`config.mk`:
```
export PLATFORM = sky130hd
export DESIGN_NAME = tcw_ctrl
export DESIGN_NICKNAME = d
export VERILOG_FILES = /design/src/tcw_pkg.sv /design/src/tcw_ctrl.sv
export SDC_FILE = /design/constraint.sdc
export NUM_CORES = 1
export LEC_CHECK = 0
export ABC_AREA = 1
export BUFFER_PORTS_ARGS = -buffer_cell sky130_fd_sc_hd__buf_2
export CAP_MARGIN = 20
export CORE_ASPECT_RATIO = 2
export CORE_UTILIZATION = 55
export DETAILED_ROUTE_END_ITERATION = 10
export PLACE_DENSITY = 0.88
export SLEW_MARGIN = 30
export SYNTH_ARGS = -nofsm -noshare
export SYNTH_HDL_FRONTEND = slang
export SYNTH_SLANG_ARGS = --single-unit
export TNS_END_PERCENT = 50
```
`constraint.sdc`:
```
create_clock -name clk -period 2.8 [get_ports clk]
set_input_delay 0.56 -clock clk [delete_from_list [all_inputs] [get_ports clk]]
set_output_delay 0.56 -clock clk [all_outputs]
set_load 0.02 [all_outputs]
```
`src/tcw_pkg.sv`:
```
package tcw_pkg;

  localparam int KIND_W    = 2;
  localparam int CHAR_W    = 8;
  localparam int ADDR_W    = 11;
  localparam int COL_W     = 7;
  localparam int ROW_W     = 5;
  localparam int COLOUR_W  = 4;
  localparam int CELL_W    = 16;
  localparam int POS_W     = ROW_W + COL_W + 1;
  localparam int CFG_IDX_W = 1;

  localparam logic [KIND_W-1:0] KIND_PUT   = 2'd0;
  localparam logic [KIND_W-1:0] KIND_CLEAR = 2'd1;
  localparam logic [KIND_W-1:0] KIND_HOME  = 2'd2;
  localparam logic [KIND_W-1:0] KIND_READ  = 2'd3;

  localparam logic [CHAR_W-1:0] CH_LF    = 8'h0a;
  localparam logic [CHAR_W-1:0] CH_CR    = 8'h0d;
  localparam logic [CHAR_W-1:0] CH_TAB   = 8'h09;
  localparam logic [CHAR_W-1:0] CH_SPACE = 8'h20;

  localparam logic [CHAR_W-1:0]   DEFAULT_ATTR = 8'h0f;
  localparam logic [COLOUR_W-1:0] FORE_RESET   = 4'hf;
  localparam logic [COLOUR_W-1:0] BACK_RESET   = 4'h0;

  localparam logic [CFG_IDX_W-1:0] CFG_FORE = 1'b0;
  localparam logic [CFG_IDX_W-1:0] CFG_BACK = 1'b1;

  typedef struct packed {
    logic [KIND_W-1:0] kind;
    logic [CHAR_W-1:0] char_code;
    logic [ADDR_W-1:0] cell_addr;
    logic              end_of_text;
  } in_item_t;

  typedef struct packed {
    logic [ADDR_W-1:0] cursor_pos;
    logic [CHAR_W-1:0] read_char;
    logic [CHAR_W-1:0] read_attr;
  } out_item_t;

  typedef struct packed {
    logic [COLOUR_W-1:0] back;
    logic [COLOUR_W-1:0] fore;
  } colour_t;

endpackage

```
`src/tcw_ctrl.sv`:
```
module tcw_ctrl #(
  parameter int COLUMNS = 80,
  parameter int ROWS    = 25,
  localparam int CELLS  = COLUMNS * ROWS,
  localparam int AW     = $clog2(CELLS)
) (
  input  logic                       clk,
  input  logic                       rst_n,
  input  tcw_pkg::colour_t           colour,
  input  logic                       in_vld,
  output logic                       in_rdy,
  input  tcw_pkg::in_item_t          in_item,
  output logic                       res_vld,
  input  logic                       res_rdy,
  output tcw_pkg::out_item_t         res_item,
  output logic                       ram_we,
  output logic [AW-1:0]              ram_waddr,
  output logic [tcw_pkg::CELL_W-1:0] ram_wdata,
  output logic [AW-1:0]              ram_raddr,
  input  logic [tcw_pkg::CELL_W-1:0] ram_rdata
);

  localparam int CW = AW + 1;

  localparam logic [2:0] S_INIT = 3'd0;
  localparam logic [2:0] S_IDLE = 3'd1;
  localparam logic [2:0] S_DRAW = 3'd2;
  localparam logic [2:0] S_NL   = 3'd3;
  localparam logic [2:0] S_COPY = 3'd4;
  localparam logic [2:0] S_FILL = 3'd5;
  localparam logic [2:0] S_RDW  = 3'd6;
  localparam logic [2:0] S_DONE = 3'd7;

  logic [2:0]                    state_r, state_nxt;
  logic [tcw_pkg::COL_W-1:0]     col_r, col_nxt;
  logic [tcw_pkg::ROW_W-1:0]     row_r, row_nxt;
  logic [tcw_pkg::ADDR_W-1:0]    cursor_r, cursor_nxt;
  logic [tcw_pkg::KIND_W-1:0]    kind_r, kind_nxt;
  logic [tcw_pkg::CHAR_W-1:0]    char_r, char_nxt;
  logic                          tab_r, tab_nxt;
  logic                          more_r, more_nxt;
  logic                          oor_r, oor_nxt;
  logic [tcw_pkg::CHAR_W-1:0]    rc_r, rc_nxt;
  logic [tcw_pkg::CHAR_W-1:0]    ra_r, ra_nxt;
  logic [CW-1:0]                 src_r, src_nxt;
  logic                          pend_r, pend_nxt;
  logic [AW-1:0]                 pend_addr_r, pend_addr_nxt;
  logic [CW-1:0]                 ptr_r, ptr_nxt;
  logic [CW-1:0]                 end_r, end_nxt;

  logic [tcw_pkg::POS_W-1:0]     pos;
  logic [tcw_pkg::CHAR_W-1:0]    attr;
  logic [tcw_pkg::CELL_W-1:0]    blank;
  logic                          last_col;
  logic                          last_row;
  logic [tcw_pkg::ADDR_W-1:0]    cursor_new;

  assign pos = tcw_pkg::POS_W'(row_r) * tcw_pkg::POS_W'(COLUMNS)
             + tcw_pkg::POS_W'(col_r);
  assign attr     = {colour.back, colour.fore};
  assign blank    = {attr, tcw_pkg::CH_SPACE};
  assign last_col = (col_r >= tcw_pkg::COL_W'(COLUMNS - 1));
  assign last_row = (row_r >= tcw_pkg::ROW_W'(ROWS - 1));

  always_comb begin
    case (kind_r)
      tcw_pkg::KIND_PUT:   cursor_new = pos[tcw_pkg::ADDR_W-1:0];
      tcw_pkg::KIND_READ:  cursor_new = cursor_r;
      default:             cursor_new = '0;
    endcase
  end

  assign res_item.cursor_pos = cursor_new;
  assign res_item.read_char  = rc_r;
  assign res_item.read_attr  = ra_r;

  always_comb begin
    state_nxt     = state_r;
    col_nxt       = col_r;
    row_nxt       = row_r;
    cursor_nxt    = cursor_r;
    kind_nxt      = kind_r;
    char_nxt      = char_r;
    tab_nxt       = tab_r;
    more_nxt      = more_r;
    oor_nxt       = oor_r;
    rc_nxt        = rc_r;
    ra_nxt        = ra_r;
    src_nxt       = src_r;
    pend_nxt      = pend_r;
    pend_addr_nxt = pend_addr_r;
    ptr_nxt       = ptr_r;
    end_nxt       = end_r;
    ram_we        = 1'b0;
    ram_waddr     = '0;
    ram_wdata     = '0;
    ram_raddr     = AW'(in_item.cell_addr);
    in_rdy        = (state_r == S_IDLE);
    res_vld       = 1'b0;

    unique case (state_r)
      S_INIT: begin
        ram_we    = 1'b1;
        ram_waddr = ptr_r[AW-1:0];
        ram_wdata = {tcw_pkg::DEFAULT_ATTR, tcw_pkg::CH_SPACE};
        if (ptr_r == CW'(CELLS - 1)) begin
          state_nxt = S_IDLE;
        end else begin
          ptr_nxt = ptr_r + 1'b1;
        end
      end
      S_IDLE: begin
        if (in_vld) begin
          kind_nxt = in_item.kind;
          tab_nxt  = 1'b0;
          more_nxt = 1'b0;
          rc_nxt   = '0;
          ra_nxt   = '0;
          oor_nxt  = !(int'(in_item.cell_addr) < CELLS);
          unique case (in_item.kind)
            tcw_pkg::KIND_PUT: begin
              if (in_item.char_code == tcw_pkg::CH_LF ||
                  in_item.char_code == tcw_pkg::CH_CR) begin
                state_nxt = S_NL;
              end else if (in_item.char_code == tcw_pkg::CH_TAB) begin
                char_nxt  = tcw_pkg::CH_SPACE;
                tab_nxt   = 1'b1;
                state_nxt = S_DRAW;
              end else begin
                char_nxt  = in_item.char_code;
                state_nxt = S_DRAW;
              end
            end
            tcw_pkg::KIND_CLEAR: begin
              col_nxt   = '0;
              row_nxt   = '0;
              ptr_nxt   = '0;
              end_nxt   = CW'(CELLS - 1);
              state_nxt = S_FILL;
            end
            tcw_pkg::KIND_HOME: begin
              row_nxt   = '0;
              ptr_nxt   = '0;
              end_nxt   = CW'(COLUMNS - 1);
              state_nxt = S_FILL;
            end
            default: begin
              state_nxt = S_RDW;
            end
          endcase
        end
      end
      S_DRAW: begin
        ram_we    = 1'b1;
        ram_waddr = pos[AW-1:0];
        ram_wdata = {attr, char_r};
        tab_nxt   = 1'b0;
        more_nxt  = tab_r;
        if (last_col) begin
          state_nxt = S_NL;
        end else begin
          col_nxt   = col_r + 1'b1;
          state_nxt = tab_r ? S_DRAW : S_DONE;
        end
      end
      S_NL: begin
        col_nxt = '0;
        if (last_row) begin
          src_nxt   = CW'(COLUMNS);
          pend_nxt  = 1'b0;
          state_nxt = S_COPY;
        end else begin
          row_nxt   = row_r + 1'b1;
          more_nxt  = 1'b0;
          state_nxt = more_r ? S_DRAW : S_DONE;
        end
      end
      S_COPY: begin
        ram_raddr = src_r[AW-1:0];
        if (pend_r) begin
          ram_we    = 1'b1;
          ram_waddr = pend_addr_r;
          ram_wdata = ram_rdata;
        end
        if (src_r != CW'(CELLS)) begin
          pend_nxt      = 1'b1;
          pend_addr_nxt = AW'(src_r - CW'(COLUMNS));
          src_nxt       = src_r + 1'b1;
        end else begin
          pend_nxt  = 1'b0;
          ptr_nxt   = CW'(CELLS - COLUMNS);
          end_nxt   = CW'(CELLS - 1);
          state_nxt = S_FILL;
        end
      end
      S_FILL: begin
        ram_we    = 1'b1;
        ram_waddr = ptr_r[AW-1:0];
        ram_wdata = blank;
        if (ptr_r == end_r) begin
          more_nxt  = 1'b0;
          state_nxt = more_r ? S_DRAW : S_DONE;
        end else begin
          ptr_nxt = ptr_r + 1'b1;
        end
      end
      S_RDW: begin
        rc_nxt    = oor_r ? '0 : ram_rdata[tcw_pkg::CHAR_W-1:0];
        ra_nxt    = oor_r ? '0 : ram_rdata[tcw_pkg::CELL_W-1:tcw_pkg::CHAR_W];
        state_nxt = S_DONE;
      end
      S_DONE: begin
        res_vld = 1'b1;
        if (res_rdy) begin
          cursor_nxt = cursor_new;
          state_nxt  = S_IDLE;
        end
      end
      default: begin
        state_nxt = S_IDLE;
      end
    endcase
  end

  always_ff @(posedge clk) begin
    if (!rst_n) begin
      state_r  <= S_INIT;
      col_r    <= '0;
      row_r    <= '0;
      cursor_r <= '0;
      tab_r    <= 1'b0;
      more_r   <= 1'b0;
      pend_r   <= 1'b0;
      ptr_r    <= '0;
    end else begin
      state_r  <= state_nxt;
      col_r    <= col_nxt;
      row_r    <= row_nxt;
      cursor_r <= cursor_nxt;
      tab_r    <= tab_nxt;
      more_r   <= more_nxt;
      pend_r   <= pend_nxt;
      ptr_r    <= ptr_nxt;
    end
  end

  always_ff @(posedge clk) begin
    kind_r      <= kind_nxt;
    char_r      <= char_nxt;
    oor_r       <= oor_nxt;
    rc_r        <= rc_nxt;
    ra_r        <= ra_nxt;
    src_r       <= src_nxt;
    pend_addr_r <= pend_addr_nxt;
    end_r       <= end_nxt;
  end

endmodule

```
-- Yosys cells after proc, flatten, opt, wreduce, memory -nomap -nowiden
Cells that the tools add are included.
- flip-flop bits (word level): 103
- bits of input ports: 50
- word-level logic and storage cells: 146
- output and inout bits: 68
- muxes and demuxes: 59
- add/subtract/negate cells: 6
- $lt $le $gt $ge: 3
- multipliers: 1
- reduce and logical (&&, ||, !) cells: 30
- bitwise operators: 1
- eq/ne operators: 30
- operator list (kind ; number):
    $mux 12 ; 9
    $pmux 12 s2 ; 3
    $pmux 16 s4 ; 1
    $pmux 12 s4 ; 1
    $pmux 11 s3 ; 1
    $pmux 8 s2 ; 2
    $mux 3 ; 9
    $add 12x1->12 const B ; 2
    $eq 8x4->1 const B ; 3
    $mux 8 ; 3
    $ne 2x2->1 const B ; 12
    $pmux 3 s8 ; 1
    $mux 11 ; 2
    $pmux 11 s2 ; 1
    $mux 7 ; 3
    $pmux 7 s3 ; 1
    $reduce_and 4->1 ; 5
    $mux 16 ; 1
    $mux 5 ; 3
    $eq 12x11->1 const B ; 1
    $eq 12x12->1 ; 1
    $eq 3x3->1 const B ; 4
    $mux 1 ; 12
    $ne 12x11->1 const B ; 1
    other kinds (32) ; 48

-- Longest topological paths before layout
- depth after elaboration: 6
- mapped depth: 13

-- Least setup slack after synthesis
Ideal clock, no wire load.
- path type: register to output
- start: reg row_r[1] in the netlist's numbering
- end: out res_item[25] in the netlist's numbering
- data required time: 2240 ps
- arrival: 2014 ps
- stages on the path, launching flop included: 12
- setup slack: 226 ps
- cell sequence: dfxtp_1 > ha_1 > ha_1 > fa_1 > nand2_1 > inv_1 > nand4_1 > nand3_1 > nand3_1 > nand2_1 > nand2_1 > inv_1
- RTL lines (item ; RTL line ; RTL):
    start, declared ; tcw_ctrl.sv:36 ; logic [tcw_pkg::ROW_W-1:0] row_r, row_nxt;
    start signal, assigned ; tcw_ctrl.sv:238 ; row_r <= row_nxt;
    end, declared ; tcw_ctrl.sv:15 ; output tcw_pkg::out_item_t res_item,

==> results_dict.tcl <==
set metrics [dict create \
    drt_iter0_markers 399 \
    rsz0062_at_grt "yes" \
    outcome "finished with violations" \
    fin_crit_sh_pct 105 \
    yosysUniqueCellTypes 39 \
    clock_skew_ns 0.00855 \
    layout-drive-gt1-share_pct 20.6 \
    synth_top_area_share_pct 27.6 \
    setup-violations-final 5 \
    finalWorstSetupSlack_ns -0.136 \
    fin_hold_ws_ns 0.406 \
    finish.utilization_pct 68.4 \
    place_congestion 0.952 \
    slew_headroom_pct 50.7 \
    ys.warnings.count 0 \
    grt_overflow 0 \
    synthTopCellsByCount "187 x nand2_1, 103 x inv_1, 88 x nor2_1, 59 x o21ai_0, 51 x edfxtp_1" \
    synth-async-reset-ratio_pct 0 \
    fmax_mhz 341 \
    grtUsageTotal_pct 29.5 \
    cp.arrival_ns 2.38 \
    wl_per_cell_um 14.7 \
    yosysTopAreaCell "edfxtp_1" \
    via_per_inst 5.44 \
    drt-total-wl_um 14900 \
    grt_max_degree 31 \
    synth-main-ff-cell "edfxtp_1" \
    worstMarginPinSlew_ns 0.738 \
    nets 949 \
    synth_nets 834 \
    dp.final_hpwl_um 11300 \
    reg2reg_slack_ns 0.69 \
    period_needed_ns 2.94 \
    drv_cap 0 \
    n_antenna_cell 0 \
    cts_inserted_buffers 9 \
    die_w_um 73.1 \
    hold_viol_final 0 \
    cts.sinks 92 \
    portBuffers 116 \
    root_buffer "clkbuf_16" \
    power.density_nw_per_um2 793 \
    yosysSeqAreaShare_pct 42.3 \
    slew_viol_final 0 \
    netlist_area_um2 5560 \
    cts_tree "built" \
    synthMostInstantiatedCell "nand2_1" \
    drtPass1Iterations 5 \
    htreeDepth 3 \
    finalSetupTns_ns -0.354 \
    drc 0 \
    final_antenna_net_count 0 \
    worstSetupEndpointType "primary output" \
    power_w 0.00530 \
    antenna_found_initial 0 \
    ioPinCount 118 \
    cts.clk_slew.worst_paths_ns 0.06 \
    grt_pass1_vias 5260 \
    peakVddDrop_mv 0.457 \
    syn-mean-instance-area_um2 7.33 \
    synthToLayoutAreaGrowth_pct 20.2 \
    coreArea_um2 9760 \
    path_max_fanout 4 \
    crit_path_start_kind "flop" \
    crit_required_ns 2.24 \
    vias 5490 \
    dp.cells 993 \
    grt_pass1_wl_um 23600 \
    ys_ff_latch 92 \
    die_area_um2 10500 \
    clk_latency_ns 0.34 \
    fin_cells 1010 \
    violations "setup timing" \
    worst-setup-path-type "flop to primary output" \
    clk_path_buf_depth 2 \
    hold_class "primary input to flop" \
    synth-edff-count 51 \
    initial_core_util_pct 56.9 \
    row_count 51 \
    die_h_um 144 \
    netlist_top_cells_area "edfxtp_1 28%, dfxtp_1 15%, nand2_1 13%" \
    p_leak_nw 3.12 \
    postSynthCellCount 758 \
]
## cell families after synthesis
| group | synth area share (%) |
|---|---|
| XOR/XNOR | 1.73 |
| AO/OA/AOI/OAI | 12.2 |
| buffers and inverters | 9.21 |
| flip-flops | 42.3 |
| adder cells (fa/ha/maj) | 6.12 |
| AND/OR/NAND/NOR | 28.4 |
## cells in the final DEF (no fill, tap or decap), types with 2 or more instances in the layout
master	count
a21oi_1	44
nor2_1	88
ha_4	3
nand3b_1	2
dfxtp_2	5
nor4_1	2
nand3_1	46
or2_2	5
buf_4	15
clkinv_1	3
clkinvlp_4	3
o221ai_1	4
inv_2	5
o21ai_0	59
buf_2	111
buf_6	2
nor3_1	14
dfxtp_1	36
o211ai_1	8
edfxtp_1	51
a22oi_1	2
nand3_2	4
fa_2	2
nand2_2	8
clkbuf_16	9
nor3b_1	4
nand2_1	184
nor2_2	3
nand4_1	9
inv_1	101
xor2_1	10
ha_1	20
## per-layer routing
layer,wire length [µm],vias to the layer above,GRT usage (%),part of all wire [%]
li1,-,2706,-,-
met1,5330,2511,29.4,36
met2,8070,222,54.5,54
met3,718,51,4.74,4.8
met4,729,0,19.1,4.9
met5,0,-,0,0
## registers in the layout (all words and copies together) (netlist names)
register     count
ptr_r           12
src_r           12
cursor_r        11
pend_addr_r     11
char_r           8
ra_r             8
rc_r             8
col_r            7
row_r            5
state_r          3
kind_r           2
end_r            1
more_r           1
oor_r            1
pend_r           1
tab_r            1
## power by group
part / internal, W / leakage (nW) / switching (W)
clock: 0.000628 / 0.130 / 0.000517
combinational: 0.000674 / 2.18 / 0.00161
sequential: 0.00169 / 0.803 / 0.000177
## worst max-delay path, cell delays in order (launching register included)
cell and delay (ns):
dfxtp_2 0.34, ha_4 0.24, ha_4 0.17, fa_2 0.58, nand2_2 0.07, inv_2 0.06
nand4_1 0.08, nand3_1 0.13, nand3_1 0.08, nand2_1 0.06, nand2_1 0.06, inv_1 0.07
buf_6 0.11
## worst paths after layout
check / startpoint / end / depth (start not counted)
max: row_r[3] / res_item[25] / 12
min: in_item[16] / char_r[4] / 1
max reg2reg: state_r[2] / rc_r[3] / 5
min reg2reg: pend_r / pend_r / 2
## through the flow
step                      area [µm²]  setup WS, ns
after floorplan                 5560         0.226
after global placement          6280         0.176
after detailed placement        6280         0.156
after CTS                       6630        -0.133
after global routing            6680        -0.314
final                           6680        -0.136
## area by class of cell
cell class / count / area (µm²)
Multi-Input combinational cell: 533 / 2770
Timing Repair Buffer: 128 / 691
Clock inverter: 5 / 36.3
Fill cell: 826 / 3080
Inverter: 109 / 413
Tap cell: 132 / 165
Sequential cell: 92 / 2360
Clock buffer: 11 / 243
## what timing repair did
action,CTS,global route
pin swaps,5,4
hold buffers,0,0
gates resized for setup,16,14
setup buffers,0,1
endpoints found under the setup margin,8,9
(Power assumes the default switching activity.)
